===== src/design/gfcm_pkg.sv =====
package gfcm_pkg;

    // Fixed widths of the item fields and of the scaled-mode datapath
    localparam int unsigned COORD_W    = 6;
    localparam int unsigned GRID_W     = 7;
    localparam int unsigned CMAP_W     = 16;
    localparam int unsigned DATA_W     = 32;
    localparam int unsigned SAMPLE_W   = DATA_W + 1;
    localparam int unsigned SUM_W      = DATA_W + 2;
    localparam int unsigned DIFF_W     = DATA_W + 3;
    localparam int unsigned DEN_W      = DATA_W + 2;
    localparam int unsigned NUM_W      = DIFF_W + CMAP_W;
    localparam int unsigned N_W        = NUM_W + 2;
    localparam int unsigned DIVISOR_W  = DEN_W + 1;
    localparam int unsigned QUOT_W     = 17;
    localparam int unsigned COLOR_W    = 17;
    localparam int unsigned CFG_IDX_W  = 2;
    localparam int unsigned CFG_DATA_W = 16;

    // Default sizes handed to the top level
    localparam int MAX_COLS_DEF  = 64;
    localparam int MAX_ROWS_DEF  = 64;
    localparam int FRAC_BITS_DEF = 16;

    // Command codes
    localparam logic CMD_LOAD  = 1'b0;
    localparam logic CMD_QUERY = 1'b1;

    // Configuration register indexes
    localparam logic [CFG_IDX_W-1:0] CFG_GRID_COLS   = 2'd0;
    localparam logic [CFG_IDX_W-1:0] CFG_GRID_ROWS   = 2'd1;
    localparam logic [CFG_IDX_W-1:0] CFG_CMAP_SIZE   = 2'd2;
    localparam logic [CFG_IDX_W-1:0] CFG_SCALED_MODE = 2'd3;

    typedef struct packed {
        logic signed [DATA_W-1:0] low;
        logic signed [DATA_W-1:0] high;
    } t_range;

    typedef struct packed {
        logic              ovf;
        logic              neg;
        logic [QUOT_W-1:0] quot;
        logic              rem_nz;
    } t_div_res;

endpackage


===== src/design/gfcm_range.sv =====
module gfcm_range (
    input  logic                                i_clk,
    input  logic                                i_rst_n,
    input  logic                                i_load,
    input  logic                                i_restart,
    input  logic                                i_in_store,
    input  logic                                i_finite,
    input  logic signed [gfcm_pkg::DATA_W-1:0]  i_z,
    output gfcm_pkg::t_range                    o_range
);
    import gfcm_pkg::*;

    logic                     r_seen;
    logic signed [DATA_W-1:0] r_low;
    logic signed [DATA_W-1:0] r_high;
    logic                     n_seen;
    logic signed [DATA_W-1:0] n_low;
    logic signed [DATA_W-1:0] n_high;
    logic                     w_seen;
    logic signed [DATA_W-1:0] w_low;
    logic signed [DATA_W-1:0] w_high;

    // A restart clears the range before the sample itself is tracked.
    always_comb begin
        w_seen = i_restart ? 1'b0 : r_seen;
        w_low  = i_restart ? '0 : r_low;
        w_high = i_restart ? '0 : r_high;
        n_seen = w_seen;
        n_low  = w_low;
        n_high = w_high;
        if (i_in_store && i_finite) begin
            priority if (!w_seen) begin
                n_seen = 1'b1;
                n_low  = i_z;
                n_high = i_z;
            end else if (i_z > w_high) begin
                n_high = i_z;
            end else if (i_z < w_low) begin
                n_low = i_z;
            end
        end
    end

    always_ff @(posedge i_clk) begin
        if (!i_rst_n) begin
            r_seen <= 1'b0;
            r_low  <= '0;
            r_high <= '0;
        end else if (i_load) begin
            r_seen <= n_seen;
            r_low  <= n_low;
            r_high <= n_high;
        end
    end

    assign o_range.low  = r_low;
    assign o_range.high = r_high;

endmodule


===== config.mk =====
export PLATFORM = sky130hd
export DESIGN_NAME = gfcm_range
export DESIGN_NICKNAME = d
export VERILOG_FILES = /design/src/design/gfcm_pkg.sv /design/src/design/gfcm_range.sv
export SDC_FILE = /design/constraint.sdc
export NUM_CORES = 1
export LEC_CHECK = 0
export ABC_AREA = 1
export BUFFER_PORTS_ARGS = -buffer_cell sky130_fd_sc_hd__clkbuf_2
export CAP_MARGIN = 25
export CELL_PAD_IN_SITES_DETAIL_PLACEMENT = 1
export CELL_PAD_IN_SITES_GLOBAL_PLACEMENT = 1
export CORE_MARGIN = 5
export CORE_UTILIZATION = 39
export CTS_CLUSTER_DIAMETER = 200
export DETAILED_ROUTE_END_ITERATION = 7
export GPL_TIMING_DRIVEN = 0
export PLACE_DENSITY_LB_ADDON = 0.2
export SLEW_MARGIN = 40
export SYNTH_ARGS = -nofsm -noshare
export SYNTH_HDL_FRONTEND = slang
export SYNTH_SLANG_ARGS = --single-unit

===== constraint.sdc =====
create_clock -name i_clk -period 4.9 [get_ports i_clk]
set_clock_uncertainty 0.2 [all_clocks]
set_input_delay 0.98 -clock i_clk [delete_from_list [all_inputs] [get_ports i_clk]]
set_output_delay 0.98 -clock i_clk [all_outputs]
set_load 0.1 [all_outputs]

==> results.py <==
metrics = {
    "sta": {
        "slew_headroom_pct": 55.4,
        "timing_worst_slew_pin_value_ns": 0.666,
        "post-route-period-util_pct": 95.0,
        "final.hold.worst_slack_ns": 0.283,
        "report.final.setup_viol": 0,
        "maxClockFrequency_mhz": 215,
        "finalWorstPathRequiredPeriod_ns": 4.66,
        "rsz_0062_raised_after_global_routing": "false",
        "final_report_max_slew_violation_count": 0,
        "final-hold-violation-count": 0,
    },
    "routing": {
        "drt-pass1-iter-count": 5,
        "avgViaCountPerCell": 5.58,
        "drt-initial-drc-count": 300,
        "route.antenna.remaining_nets": 0,
        "route.detailed.wl_per_inst_um": 19.2,
        "detail_route.drc_violations": 0,
        "routed-via-count": 6139,
        "finalWirelength_mm": 21.1,
    },
    "synthesis": {
        "ys_types": 28,
        "synth.avg_cell_area_um2": 6.43,
        "register_area_share_after_synthesis_pct": 25.0,
        "synthesis.nets": 910,
        "synth_top_area_share_pct": 25.0,
        "synth.cell_area_um2": 5200,
        "synthesis.yosys.warnings": 0,
        "synthesis.instances": 809,
        "yosys_register_bits": 65,
        "yosysTopAreaCell": "dfxtp_1",
        "synth_top_cells_by_area": "dfxtp_1 25%, ha_1 15%, nand2_1 13%",
    },
    "critical_path": {
        "critPathCaptureType": "register",
        "worst_setup_path_category": "in -> reg",
        "startpoint_type": "input port",
        "worst_ep_required_time_ns": 4.97,
        "worst-path-max-fanout": 10,
        "critPathArrivalTime_ns": 4.72,
    },
    "job": {
        "drv.max_cap_violation_count": 0,
    },
    "clock_tree": {
        "cts_hold_buffers": 0,
        "cts_buf_count": 9,
        "clk_pin_slew_worst_paths_ns": 0.06,
        "clock_path_buffers": 2,
        "tritoncts": "yes",
        "cts_sinks": 65,
        "cts_setup_buffers": 0,
        "clock_insertion_delay_worst_skew_ns": 0.34,
        "ctsHtreeMaxLevel": 3,
        "clk_root_buffer_cell": "clkbuf_16",
    },
    "power": {
        "combPwrFrac_pct": 32.1,
        "clock_power_share_pct": 36.6,
        "leakagePower_nw": 2.87,
        "p_seq_share_pct": 31.3,
        "p_per_area_nw_per_um2": 306,
        "power.switching_fraction_pct": 40.4,
        "cell_internal_pwr_mw": 1.14,
        "netSwitchingPower_uw": 770,
        "worst_ir_drop_vdd_mv": 0.226,
    },
    "global_routing": {
        "largest_net_degree_at_the_start_of_global_routing": 11,
        "use_met3_pct": 5.33,
        "grt_antenna_before_repair": 0,
        "grt.met2_usage_pct": 45.5,
        "grt_pass1_wl_mm": 33.5,
        "grt-ovfl-total": 0,
        "grt_most_used_layer": "met2",
        "grt_util_all_layers_pct": 26.5,
        "groute.layer.met1.usage_pct": 33.6,
        "grt_pass1_vias": 6338,
    },
    "placed_design": {
        "post_dp_cell_area_um2": 5920,
        "routabilityCongestion": 0.910,
        "place.port_buffers": 100,
        "numPlacedInstances": 1085,
        "dp_hpwl_mm": 16.1,
    },
    "floorplan": {
        "initial_core_util_pct": 39.6,
        "io_pins": 102,
        "core_area_um2": 13100,
        "die_w_um": 125,
        "num_rows": 42,
        "die_area_um2": 15700,
        "die_y_um": 125,
    },
    "hold_path": {
        "tightest_hold_check_type": "reg -> reg",
    },
    "final_layout": {
        "fillers": 1818,
        "antenna_cells": 0,
        "post_route_cells_drive_above_1_share_pct": 14.7,
        "final-instance-count-excl-fill": 1101,
        "design.final.nets": 1021,
        "final_cell_area_um2": 6230,
        "area_growth_pct": 19.8,
    },
    "outcome": {
        "run_status": "finished, final reports clean",
    },
}
-- critical path: stages --
cell      delay, ns
buf_6          0.13
inv_2          0.07
clkbuf_1       0.42
buf_2          0.41
clkbuf_1       0.52
nand2_1        0.11
ha_1           0.32
a21oi_1        0.16
o21ai_0        0.09
a21oi_1        0.14
nand2_1        0.10
nand2_1        0.08
nand2_1        0.05
nand2_1        0.07
nand3_2        0.11
nand2_2        0.17
clkbuf_1       0.42
o21ai_0        0.16
a21oi_1        0.17
-- cell usage in the layout, fill, tap and decap left out, types with 2 or more instances in the layout --
master and count:
o211ai_1 2, buf_2 5, nand2_1 180, clkbuf_1 38, ha_1 63, nand3_1 41, nand4_1 5, clkbuf_8 3
o21a_1 4, buf_1 3, o21ai_1 3, nor2_1 31, a31oi_1 36, o21ai_0 102, buf_4 3, clkbuf_16 9
buf_6 4, inv_2 2, nand2_2 3, clkbuf_2 100, dfxtp_1 65, a21oi_1 121, inv_1 92
-- cell families (layout without fill, tap and decap cells) --
group                    Yosys count  count (layout)  synth area share (%)
AND/OR/NAND/NOR                  265             265                  21.2
AO/OA/AOI/OAI                    269             269                  27.1
flip-flops                        65              65                  25.0
adder cells (fa/ha/maj)           63              63                  15.2
buffers and inverters            147             263                  11.5
-- sequential cells by signal (all words and copies together), names as in the netlist --
name and cells:
r_seen 1, r_low 32, r_high 32
-- layer usage --
layer / vias up / part of all wire (%)
met4: 0 / 2.0
met5: - / 0
li1: 2957 / -
met1: 2962 / 43
met3: 28 / 6.3
met2: 192 / 48
-- repair_timing --
item                                    4_1_cts  5_1_grt
endpoints found under the hold margin         0        0
endpoints found under the setup margin        1        0
resized for setup                             1        0
-- synth_stat cells (all sizes together) --
cell and n:
o21a 4, a21o 1, o211ai 2, nor3 1, a21oi 121, o21ai 105
clkinv 1, a31oi 36, clkbuf 36, nand3 43, nor4 1, nor2 31
dfxtp 65, nand2 184, ha 63, nand4 5, buf 15, inv 95
-- metrics by stage --
step	total power, mW	setup WS [ns]	utilization (%)	setup TNS [ns]
finish	1.91	0.244	47.4	0
global route	1.98	0.0222	47.4	0
CTS	1.91	0.229	47.4	0
detailed placement	1.21	-0.318	45.1	-9.74
global placement	1.19	-0.129	45.1	-4.34
floorplan	1.05	0.956	-	0
-- final cells by class --
class | instances | area [um2] | share of cell area, %
well taps | 176 | 220 | 3.53
inverters | 96 | 363 | 5.82
flip-flops and latches | 65 | 1300 | 20.9
repair buffers | 100 | 500 | 8.03
clock buffers | 14 | 274 | 4.40
plain buffers | 51 | 239 | 3.83
clock inverters | 2 | 35.0 | 0.562
multi-input cells | 597 | 3300 | 53.0
-- power groups by stage --
stage	clock (mW)	sequential, mW	combinational (mW)
2_1_floorplan	0	0.827	0.226
3_3_place_gp	0	0.604	0.588
3_5_place_dp	0	0.608	0.606
4_1_cts	0.698	0.596	0.611
5_1_grt	0.723	0.601	0.660
6_report	0.697	0.597	0.611
-- final timing paths --
path	slack [ns]	cells after the start	end	start
setup reg to reg	1.87	18	r_low[23]$_SDFFE_PN0P_	r_low[25]$_SDFFE_PN0P_
setup / recovery	0.24	19	r_high[21]$_SDFFE_PN0P_	i_restart
hold / removal	0.28	2	r_high[30]$_SDFFE_PN0P_	r_high[30]$_SDFFE_PN0P_
hold reg to reg	0.28	2	r_high[30]$_SDFFE_PN0P_	r_high[30]$_SDFFE_PN0P_
Note: power is estimated with default switching activity, not from simulation.
