### src/design/gfcm_pkg.sv
package gfcm_pkg;

    // Fixed widths of the item fields and of the scaled-mode datapath
    localparam int unsigned COORD_W    = 6;
    localparam int unsigned GRID_W     = 7;
    localparam int unsigned CMAP_W     = 16;
    localparam int unsigned DATA_W     = 32;
    localparam int unsigned SAMPLE_W   = DATA_W + 1;
    localparam int unsigned SUM_W      = DATA_W + 2;
    localparam int unsigned DIFF_W     = DATA_W + 3;
    localparam int unsigned DEN_W      = DATA_W + 2;
    localparam int unsigned NUM_W      = DIFF_W + CMAP_W;
    localparam int unsigned N_W        = NUM_W + 2;
    localparam int unsigned DIVISOR_W  = DEN_W + 1;
    localparam int unsigned QUOT_W     = 17;
    localparam int unsigned COLOR_W    = 17;
    localparam int unsigned CFG_IDX_W  = 2;
    localparam int unsigned CFG_DATA_W = 16;

    // Default sizes handed to the top level
    localparam int MAX_COLS_DEF  = 64;
    localparam int MAX_ROWS_DEF  = 64;
    localparam int FRAC_BITS_DEF = 16;

    // Command codes
    localparam logic CMD_LOAD  = 1'b0;
    localparam logic CMD_QUERY = 1'b1;

    // Configuration register indexes
    localparam logic [CFG_IDX_W-1:0] CFG_GRID_COLS   = 2'd0;
    localparam logic [CFG_IDX_W-1:0] CFG_GRID_ROWS   = 2'd1;
    localparam logic [CFG_IDX_W-1:0] CFG_CMAP_SIZE   = 2'd2;
    localparam logic [CFG_IDX_W-1:0] CFG_SCALED_MODE = 2'd3;

    typedef struct packed {
        logic signed [DATA_W-1:0] low;
        logic signed [DATA_W-1:0] high;
    } t_range;

    typedef struct packed {
        logic              ovf;
        logic              neg;
        logic [QUOT_W-1:0] quot;
        logic              rem_nz;
    } t_div_res;

endpackage

### src/design/gfcm_div.sv
module gfcm_div (
    input  logic                                i_clk,
    input  logic                                i_rst_n,
    input  logic                                i_start,
    input  logic signed [gfcm_pkg::N_W-1:0]     i_num,
    input  logic [gfcm_pkg::DIVISOR_W-1:0]      i_den,
    output logic                                o_done,
    output gfcm_pkg::t_div_res                  o_res
);
    import gfcm_pkg::*;

    localparam int unsigned MAG_W  = N_W - 1;
    localparam int unsigned STEP_W = $clog2(QUOT_W);

    localparam logic [1:0] D_IDLE  = 2'd0;
    localparam logic [1:0] D_CHECK = 2'd1;
    localparam logic [1:0] D_ITER  = 2'd2;

    logic [1:0]           r_state;
    logic [1:0]           n_state;
    logic [STEP_W-1:0]    r_step;
    logic                 r_done;
    logic                 r_neg;
    logic                 r_ovf;
    logic [MAG_W-1:0]     r_mag;
    logic [DIVISOR_W-1:0] r_d;
    logic [DIVISOR_W-1:0] r_rem;
    logic [QUOT_W-1:0]    r_qd;

    logic [N_W-1:0]       w_negated;
    logic                 w_ovf;
    logic [DIVISOR_W:0]   w_trial;
    logic [DIVISOR_W:0]   w_diff;
    logic                 w_ge;

    assign w_negated = -i_num;
    // The quotient fits in QUOT_W bits exactly when the magnitude is below d * 2^QUOT_W.
    assign w_ovf     = r_mag >= {r_d, {QUOT_W{1'b0}}};
    assign w_trial   = {r_rem, r_qd[QUOT_W-1]};
    assign w_diff    = w_trial - {1'b0, r_d};
    assign w_ge      = w_trial >= {1'b0, r_d};

    always_comb begin
        n_state = r_state;
        unique case (r_state)
            D_IDLE:  if (i_start) n_state = D_CHECK;
            D_CHECK: n_state = w_ovf ? D_IDLE : D_ITER;
            D_ITER:  if (r_step == '0) n_state = D_IDLE;
            default: n_state = D_IDLE;
        endcase
    end

    always_ff @(posedge i_clk) begin
        if (!i_rst_n) begin
            r_state <= D_IDLE;
            r_done  <= 1'b0;
            r_step  <= '0;
        end else begin
            r_state <= n_state;
            r_done  <= ((r_state == D_CHECK) && w_ovf) ||
                       ((r_state == D_ITER) && (r_step == '0));
            if (r_state == D_CHECK) begin
                r_step <= STEP_W'(QUOT_W - 1);
            end else if (r_state == D_ITER) begin
                r_step <= r_step - 1'b1;
            end
        end
    end

    always_ff @(posedge i_clk) begin
        if ((r_state == D_IDLE) && i_start) begin
            r_neg <= i_num[N_W-1];
            r_mag <= i_num[N_W-1] ? w_negated[MAG_W-1:0] : i_num[MAG_W-1:0];
            r_d   <= i_den;
        end
        if (r_state == D_CHECK) begin
            r_ovf <= w_ovf;
            r_rem <= r_mag[MAG_W-1:QUOT_W];
            r_qd  <= r_mag[QUOT_W-1:0];
        end
        if (r_state == D_ITER) begin
            r_rem <= w_ge ? w_diff[DIVISOR_W-1:0] : w_trial[DIVISOR_W-1:0];
            r_qd  <= {r_qd[QUOT_W-2:0], w_ge};
        end
    end

    assign o_done       = r_done;
    assign o_res.ovf    = r_ovf;
    assign o_res.neg    = r_neg;
    assign o_res.quot   = r_qd;
    assign o_res.rem_nz = (r_rem != '0);

endmodule

### config.mk
export PLATFORM = sky130hd
export DESIGN_NAME = gfcm_div
export DESIGN_NICKNAME = d
export VERILOG_FILES = /design/src/design/gfcm_pkg.sv /design/src/design/gfcm_div.sv
export SDC_FILE = /design/constraint.sdc
export NUM_CORES = 1
export LEC_CHECK = 0
export ABC_AREA = 0
export BUFFER_PORTS_ARGS = -buffer_cell sky130_fd_sc_hd__clkbuf_2
export CELL_PAD_IN_SITES_DETAIL_PLACEMENT = 2
export CELL_PAD_IN_SITES_GLOBAL_PLACEMENT = 2
export CORE_UTILIZATION = 35
export DETAILED_ROUTE_END_ITERATION = 8
export MAX_ROUTING_LAYER = met4
export PLACE_DENSITY = 0.88
export SYNTH_ARGS = -nofsm -noshare
export SYNTH_HDL_FRONTEND = slang
export SYNTH_SLANG_ARGS = --single-unit
### constraint.sdc
create_clock -name i_clk -period 3.1 [get_ports i_clk]
set_clock_uncertainty 0.05 [all_clocks]
set_input_delay 0 -clock i_clk [delete_from_list [all_inputs] [get_ports i_clk]]
set_output_delay 0 -clock i_clk [all_outputs]
set_load 0.05 [all_outputs]
==> results.json, run 1 <==
{
  "synthArstFlopShare": 0,
  "ant_nets": 0,
  "power_uw": 8990,
  "worstHoldEndpoint": "r_mag[13]",
  "wl_per_cell_um": 44.5,
  "dr.pass1.iters": 6,
  "hold_start": "i_num[11]",
  "vias": 11400,
  "syn_inst": 924,
  "critPathArrivalTime_ns": 4.57,
  "setup_viol": 52,
  "syn-num-nets": 1092,
  "r2r_start": "r_d[19]",
  "reg2reg_depth": 15,
  "start_util": 0.360,
  "antenna_found_initial": 3,
  "cts_root_buffer": "clkbuf_16",
  "grtUsageMet2": 0.707,
  "track_usage": 0.442,
  "p_seq_frac": 0.305,
  "crit_top_cell": "inv_2",
  "met1_usage": 0.505,
  "nets": 1441,
  "num_rows": 59,
  "p_clk_frac": 0.273,
  "cts_buffers": 17,
  "worstMarginPinSlew_ns": 1.39,
  "core-area_um2": 26400,
  "die_h_um": 167,
  "synth-edff-count": 141,
  "grt.busiest_layer": "met2",
  "irDropWorstVdd_v": 0.000401,
  "relSlewSlack": 0.0724,
  "utilization": 0.543,
  "grt_max_degree": 54,
  "htreeDepth": 4,
  "cts_tree": "yes",
  "fillers": 2526,
  "power.internal_uw": 5060,
  "area_growth_pct": 50.7,
  "p_switching_uw": 3930,
  "finalHoldViolations": 0,
  "power.leakage_uw": 0.00575,
  "io_pins": 112,
  "seq_area_frac_synth": 0.463,
  "combPwrFrac": 0.422,
  "cp_cell_sequence": "inv_2 -> ha_4 -> nand2_4 -> nor4_4 -> buf_4 -> nor3b_4 -> inv_2 -> o211ai_1 -> a31oi_2 -> o311a_4 -> buf_12 -> buf_6 -> nor2_2 -> a21oi_2 -> a21oi_1",
  "routabilityCongestion": 0.874,
  "hp-class": "in2reg",
  "cp-end-kind": "register",
  "period_minus_slack_ns": 4.31,
  "powerDensity_nw_per_um2": 628,
  "ys_warn_count": 0,
  "cts_sinks": 149,
  "worstSkewPairLatency_ns": 0.48,
  "grt_pass1_vias": 11300,
  "fin_crit_sh": 1.39,
  "clock.fmax_mhz": 232,
  "drtIter0Drc": 1566,
  "ys.flop_type": "edfxtp_1",
  "worstSetupPathType": "reg2reg",
  "synthesis.area_um2": 9500,
  "fin_area_um2": 14300,
  "critPathLaunchType": "register",
  "drive_above_1_share": 0.384,
  "totalWireLength_um": 72400,
  "dp_hpwl_um": 29100,
  "syn_area_per_cell_um2": 10.3,
  "gr-total-overflow": 0,
  "path_clk_slew_ns": 0.09,
  "worst_slack_ns": -1.21,
  "clockBufferDepth": 2,
  "cp.required_ns": 3.35,
  "port_buffers": 111,
  "final_max_slew_viol_count": 0,
  "netSwitchingFraction": 0.437,
  "via_per_inst": 6.99,
  "status": "finished with violations",
  "die_w_um": 167,
  "maxCapViolations": 0,
  "met3_usage": 0.110,
  "ys_seq_elements": 149,
  "slowest_delay_ns": 0.46,
  "r2r_slack_ns": -1.21,
  "placed_area_um2": 11300,
  "hold_depth": 3,
  "die_area_um2": 27800,
  "drcViolationCount": 0,
  "reg2reg_to": "r_rem[1]",
  "failed_checks": "negative setup slack",
  "grt_pass1_wl_um": 84600,
  "rsz0062_at_grt": "yes",
  "crit_fanout": 13,
  "synth.distinct_cells": 59,
  "crit_slowest_cell": "edfxtp_1"
}
==> area by class of cell <==
| type | count | area [um2] | share of cell area |
|---|---|---|---|
| Clock inverter | 11 | 96.3 | 0.00673 |
| Sequential cell | 149 | 4390 | 0.307 |
| Timing Repair Buffer | 363 | 2840 | 0.198 |
| Inverter | 59 | 221 | 0.0155 |
| Clock buffer | 21 | 504 | 0.0352 |
| Tap cell | 335 | 419 | 0.0293 |
| Antenna cell | 7 | 17.5 | 0.00122 |
| Multi-Input combinational cell | 683 | 5830 | 0.407 |
==> cell usage in the layout, fill, tap and decap left out, types with 6 or more instances in the layout <==
cell	netlist	final
a21o_1	27	27
a21oi_1	96	42
a21oi_2	0	38
a21oi_4	0	16
a31oi_1	13	7
buf_12	0	8
buf_4	2	143
buf_6	0	8
clkbuf_16	0	21
clkbuf_2	0	111
dfxtp_1	8	8
diode_2	0	7
dlygate4sd3_1	0	90
edfxtp_1	141	141
ha_1	76	63
ha_4	0	9
inv_1	59	54
mux2_2	19	17
nand2_1	64	57
nand2b_1	11	10
nand3_1	14	11
nand4_1	12	12
nor2_1	81	59
nor2_2	0	8
nor2_4	0	14
nor2b_1	10	9
nor3_1	8	6
nor4_1	18	14
o211ai_1	7	7
o21ai_0	44	29
o21ai_2	0	8
o21bai_1	6	6
o31ai_1	10	9
o41ai_1	7	6
or4_1	9	8
xnor2_1	66	66
xor2_1	17	14
==> critical path: cells and delay by family, from the launching register on <==
family	cells	cell delay [ns]
adder cells (fa/ha/maj)	1	0.34
flip-flops	1	0.46
AO/OA/AOI/OAI	5	1.46
buffers and inverters	5	0.76
AND/OR/NAND/NOR	4	1.04
==> synth_stat cells (10+ instances only) <==
cell      number  area (um2)
edfxtp_1     141        4230
a21oi_1       96         480
nor2_1        81         304
ha_1          76         951
xnor2_1       66         578
nand2_1       64         240
inv_1         59         221
o21ai_0       44         220
clkbuf_1      28         105
a21o_1        27         203
mux2_2        19         214
nor4_1        18         113
xor2_1        17         149
nand3_1       14        70.1
a31oi_1       13        81.3
nand4_1       12        75.1
nand2b_1      11        68.8
nor2b_1       10        62.6
o31ai_1       10        75.1
==> metrics by stage <==
stage	hold WS (ns)	cells	setup TNS, ns	setup slack [ns]
detailed placement	0.129	1456	-13.64	-0.477
finish	0.00506	1628	-35.84	-1.21
CTS	0.000601	1599	-4.78	-0.235
global route	0.00109	1628	-31.00	-1.08
global placement	0.128	1456	-1.64	-0.102
floorplan	0.0489	924	-6.89	-0.309
==> cell families after synthesis <==
group / after synthesis / synth area share
AO/OA/AOI/OAI: 241 / 0.159
XOR/XNOR: 83 / 0.0765
adder cells (fa/ha/maj): 77 / 0.102
buffers and inverters: 92 / 0.0372
flip-flops: 149 / 0.463
multiplexers: 25 / 0.0289
AND/OR/NAND/NOR: 257 / 0.134
==> registers in the layout, summed over array words and instances (netlist names) <==
name	flops
r_neg	1
o_done	1
r_step	5
r_ovf	1
r_mag	52
r_d	35
r_qd	17
r_state	2
r_rem	35
==> how the worst max path moves through the flow <==
| stage | startpoint | endpoint | cells after the start |
|---|---|---|---|
| after floorplan | r_qd[16] | r_rem[17] | 15 |
| after global placement | r_rem[22] | r_rem[2] | 14 |
| after detailed placement | r_d[20] | r_rem[13] | 14 |
| after CTS | r_rem[18] | r_rem[22] | 12 |
| after global routing | r_d[0] | r_rem[1] | 14 |
| final | r_d[19] | r_rem[1] | 15 |
==> metal layers <==
metal | routed length [um] | part of all wire
met1 | 24800 | 0.34
met2 | 31800 | 0.44
met3 | 8300 | 0.11
met4 | 7570 | 0.10
met5 | 0 | 0
==> repair_timing <==
item / CTS / global route
cloned: 0 / 1
hold buffers: 90 / 0
pin swaps: 34 / 35
gates resized for setup: 145 / 97
hold endpoints to repair: 93 / 0
buffers inserted: 21 / 21
setup endpoints to repair: 37 / 53
==> power by group through the flow <==
stage / logic (uW) / registers [uW] / clock network (uW)
finish: 3790 / 2740 / 2460
global route: 3770 / 2730 / 2470
CTS: 2840 / 2650 / 2260
detailed placement: 2200 / 2670 / 0
global placement: 2010 / 2640 / 0
floorplan: 1160 / 2700 / 0
Note: power is estimated with default switching activity, not from simulation.
==> inputs of run 2 (changes only) <==
Settings changed: CORE_MARGIN set to 4, SKIP_LAST_GASP set to 1.
==> results.json, run 2 (synthesis gave the netlist of run 1 again) <==
{
  "fin_area_um2": 13800,
  "critPathLaunchType": "register",
  "drtIter0Drc": 1218,
  "crit_slowest_cell": "edfxtp_1",
  "grt_pass1_wl_um": 79500,
  "placed_area_um2": 11300,
  "io_pins": 112,
  "worstMarginPinSlew_ns": 1.38,
  "r2r_slack_ns": -0.93,
  "worstSetupPathType": "reg2reg",
  "cts_sinks": 149,
  "core-area_um2": 26800,
  "crit_fanout": 13,
  "period_minus_slack_ns": 4.03,
  "totalWireLength_um": 62100,
  "dp_hpwl_um": 29100,
  "wl_per_cell_um": 38.7,
  "antenna_found_initial": 2,
  "maxCapViolations": 0,
  "cts_tree": "yes",
  "failed_checks": "negative setup slack",
  "r2r_start": "r_rem[11]",
  "reg2reg_depth": 12,
  "clockBufferDepth": 2,
  "worstSkewPairLatency_ns": 0.48,
  "ant_nets": 0,
  "final_max_slew_viol_count": 0,
  "clock.fmax_mhz": 248,
  "cp_cell_sequence": "ha_1 -> and4_1 -> nand3_1 -> nor3b_4 -> inv_1 -> o211ai_1 -> a31oi_2 -> o311a_4 -> buf_12 -> buf_12 -> a21oi_2 -> a21oi_2",
  "setup_viol": 39,
  "largest_reg_flops": 52,
  "hp-class": "in2reg",
  "critical_path_buf_inv_count": 3,
  "nets": 1418,
  "grt_pass1_vias": 11200,
  "drive_above_1_share": 0.335,
  "die_w_um": 173,
  "powerDensity_nw_per_um2": 620,
  "track_usage": 0.368,
  "die_h_um": 173,
  "via_per_inst": 6.57,
  "die_area_um2": 29800,
  "start_util": 0.354,
  "htreeDepth": 4,
  "port_buffers": 111,
  "mostFrequentLayoutCells": "edfxtp_1 (141), buf_4 (121), clkbuf_2 (111)",
  "num_rows": 60,
  "path_clk_slew_ns": 0.08,
  "gr-total-overflow": 0,
  "status": "finished with violations",
  "cp-end-kind": "register",
  "irDropWorstVdd_v": 0.000450,
  "fin_crit_sh": 1.30,
  "critPathArrivalTime_ns": 4.15,
  "slowest_delay_ns": 0.49,
  "routabilityCongestion": 0.889,
  "rsz0062_at_grt": "yes",
  "cts_buffers": 17,
  "crit_family": "compound AO/OA/AOI/OAI gates",
  "reg2reg_to": "r_rem[19]",
  "grt_max_degree": 54,
  "vias": 10600,
  "cp.required_ns": 3.22,
  "dr.pass1.iters": 7,
  "hold_depth": 4,
  "relSlewSlack": 0.0799,
  "cts_root_buffer": "clkbuf_16",
  "path_depth": 12,
  "dp_slack_ns": -0.655,
  "layout_commonest_cell": "edfxtp_1",
  "largest-register": "r_mag",
  "biggestRegsByFlops": "r_mag (52), r_d (35), r_rem (35)",
  "area_growth_pct": 45.7,
  "worst_slack_ns": -0.932,
  "cp-startpoint": "r_rem[11]",
  "power.leakage_uw": 0.00557,
  "endpoint": "r_rem[19]",
  "finalHoldViolations": 0,
  "drcViolationCount": 0
}
-- run 2: cell types whose count changed in the layout (fill, tap and decap cells not counted), moves of 5 or more --
| cell | previous run | this run |
|---|---|---|
| buf_4 | 143 | 121 |
| a21oi_1 | 42 | 48 |
| dlygate4sd3_1 | 90 | 96 |
| ha_1 | 63 | 69 |
| buf_6 | 8 | 3 |
| diode_2 | 7 | 2 |
| o21ai_1 | 5 | 10 |
-- run 2: worst min path at each step --
stage	start	end	slack, ns
after global placement	i_den[5]	r_d[5]	0.13
final	i_num[4]	r_mag[5]	0.07
after CTS	i_num[1]	r_mag[1]	0.02
after detailed placement	i_den[5]	r_d[5]	0.13
after global routing	i_num[14]	r_mag[15]	0.11
after floorplan	i_den[0]	r_d[0]	0.05
-- run 2: stage by stage --
step	std cells	hold slack, ns	total power (uW)	TNS [ns]	util
2_1_floorplan	924	0.0489	3860	-6.89	-
3_3_place_gp	1453	0.128	4600	-2.78	0.421
3_5_place_dp	1453	0.129	4850	-18.98	0.421
4_1_cts	1592	0.0168	7630	-12.02	0.495
5_1_grt	1606	0.105	8660	-24.52	0.516
6_report	1606	0.0700	8570	-27.19	0.516
-- run 2: power breakdown --
part	switching [uW]	total, uW	internal (uW)
clock	1150	2520	1370
combinational	2110	3350	1240
sequential	218	2700	2480
total	3490	8570	5090
-- run 2: timing repair --
| action | in CTS | in global routing |
|---|---|---|
| gates resized for setup | 72 | 104 |
| pin swaps | 23 | 35 |
| hold buffers | 96 | 0 |
| setup endpoints to repair | 39 | 49 |
| cloned | 0 | 1 |
| buffers inserted | 11 | 11 |
| endpoints found under the hold margin | 95 | 0 |
-- run 2: tightest hold or removal path, delay by kind of cell --
family	cells	cell delay, ns
and+or+nand+nor	2	0.18
buffers and inverters	1	0.10
xor gates and xnor gates	1	0.19
-- run 2: layout make-up --
class                   instances  area [um2]
repair buffers                340        2640
clock inverters                13         194
flip-flops and latches        149        4390
fillers                      2635       13000
well taps                     341         427
multi-input cells             683        5520
diodes                          2        5.00
inverters                      59         221
clock buffers                  19         433
-- run 2: per-layer routing --
metal  vias to the layer above  track usage  share of wire
met4                         0        0.196          0.076
met2                       850        0.619           0.48
met5                         -            -              0
li1                       4067            -              -
met1                      5317        0.423           0.37
met3                       322       0.0619          0.078
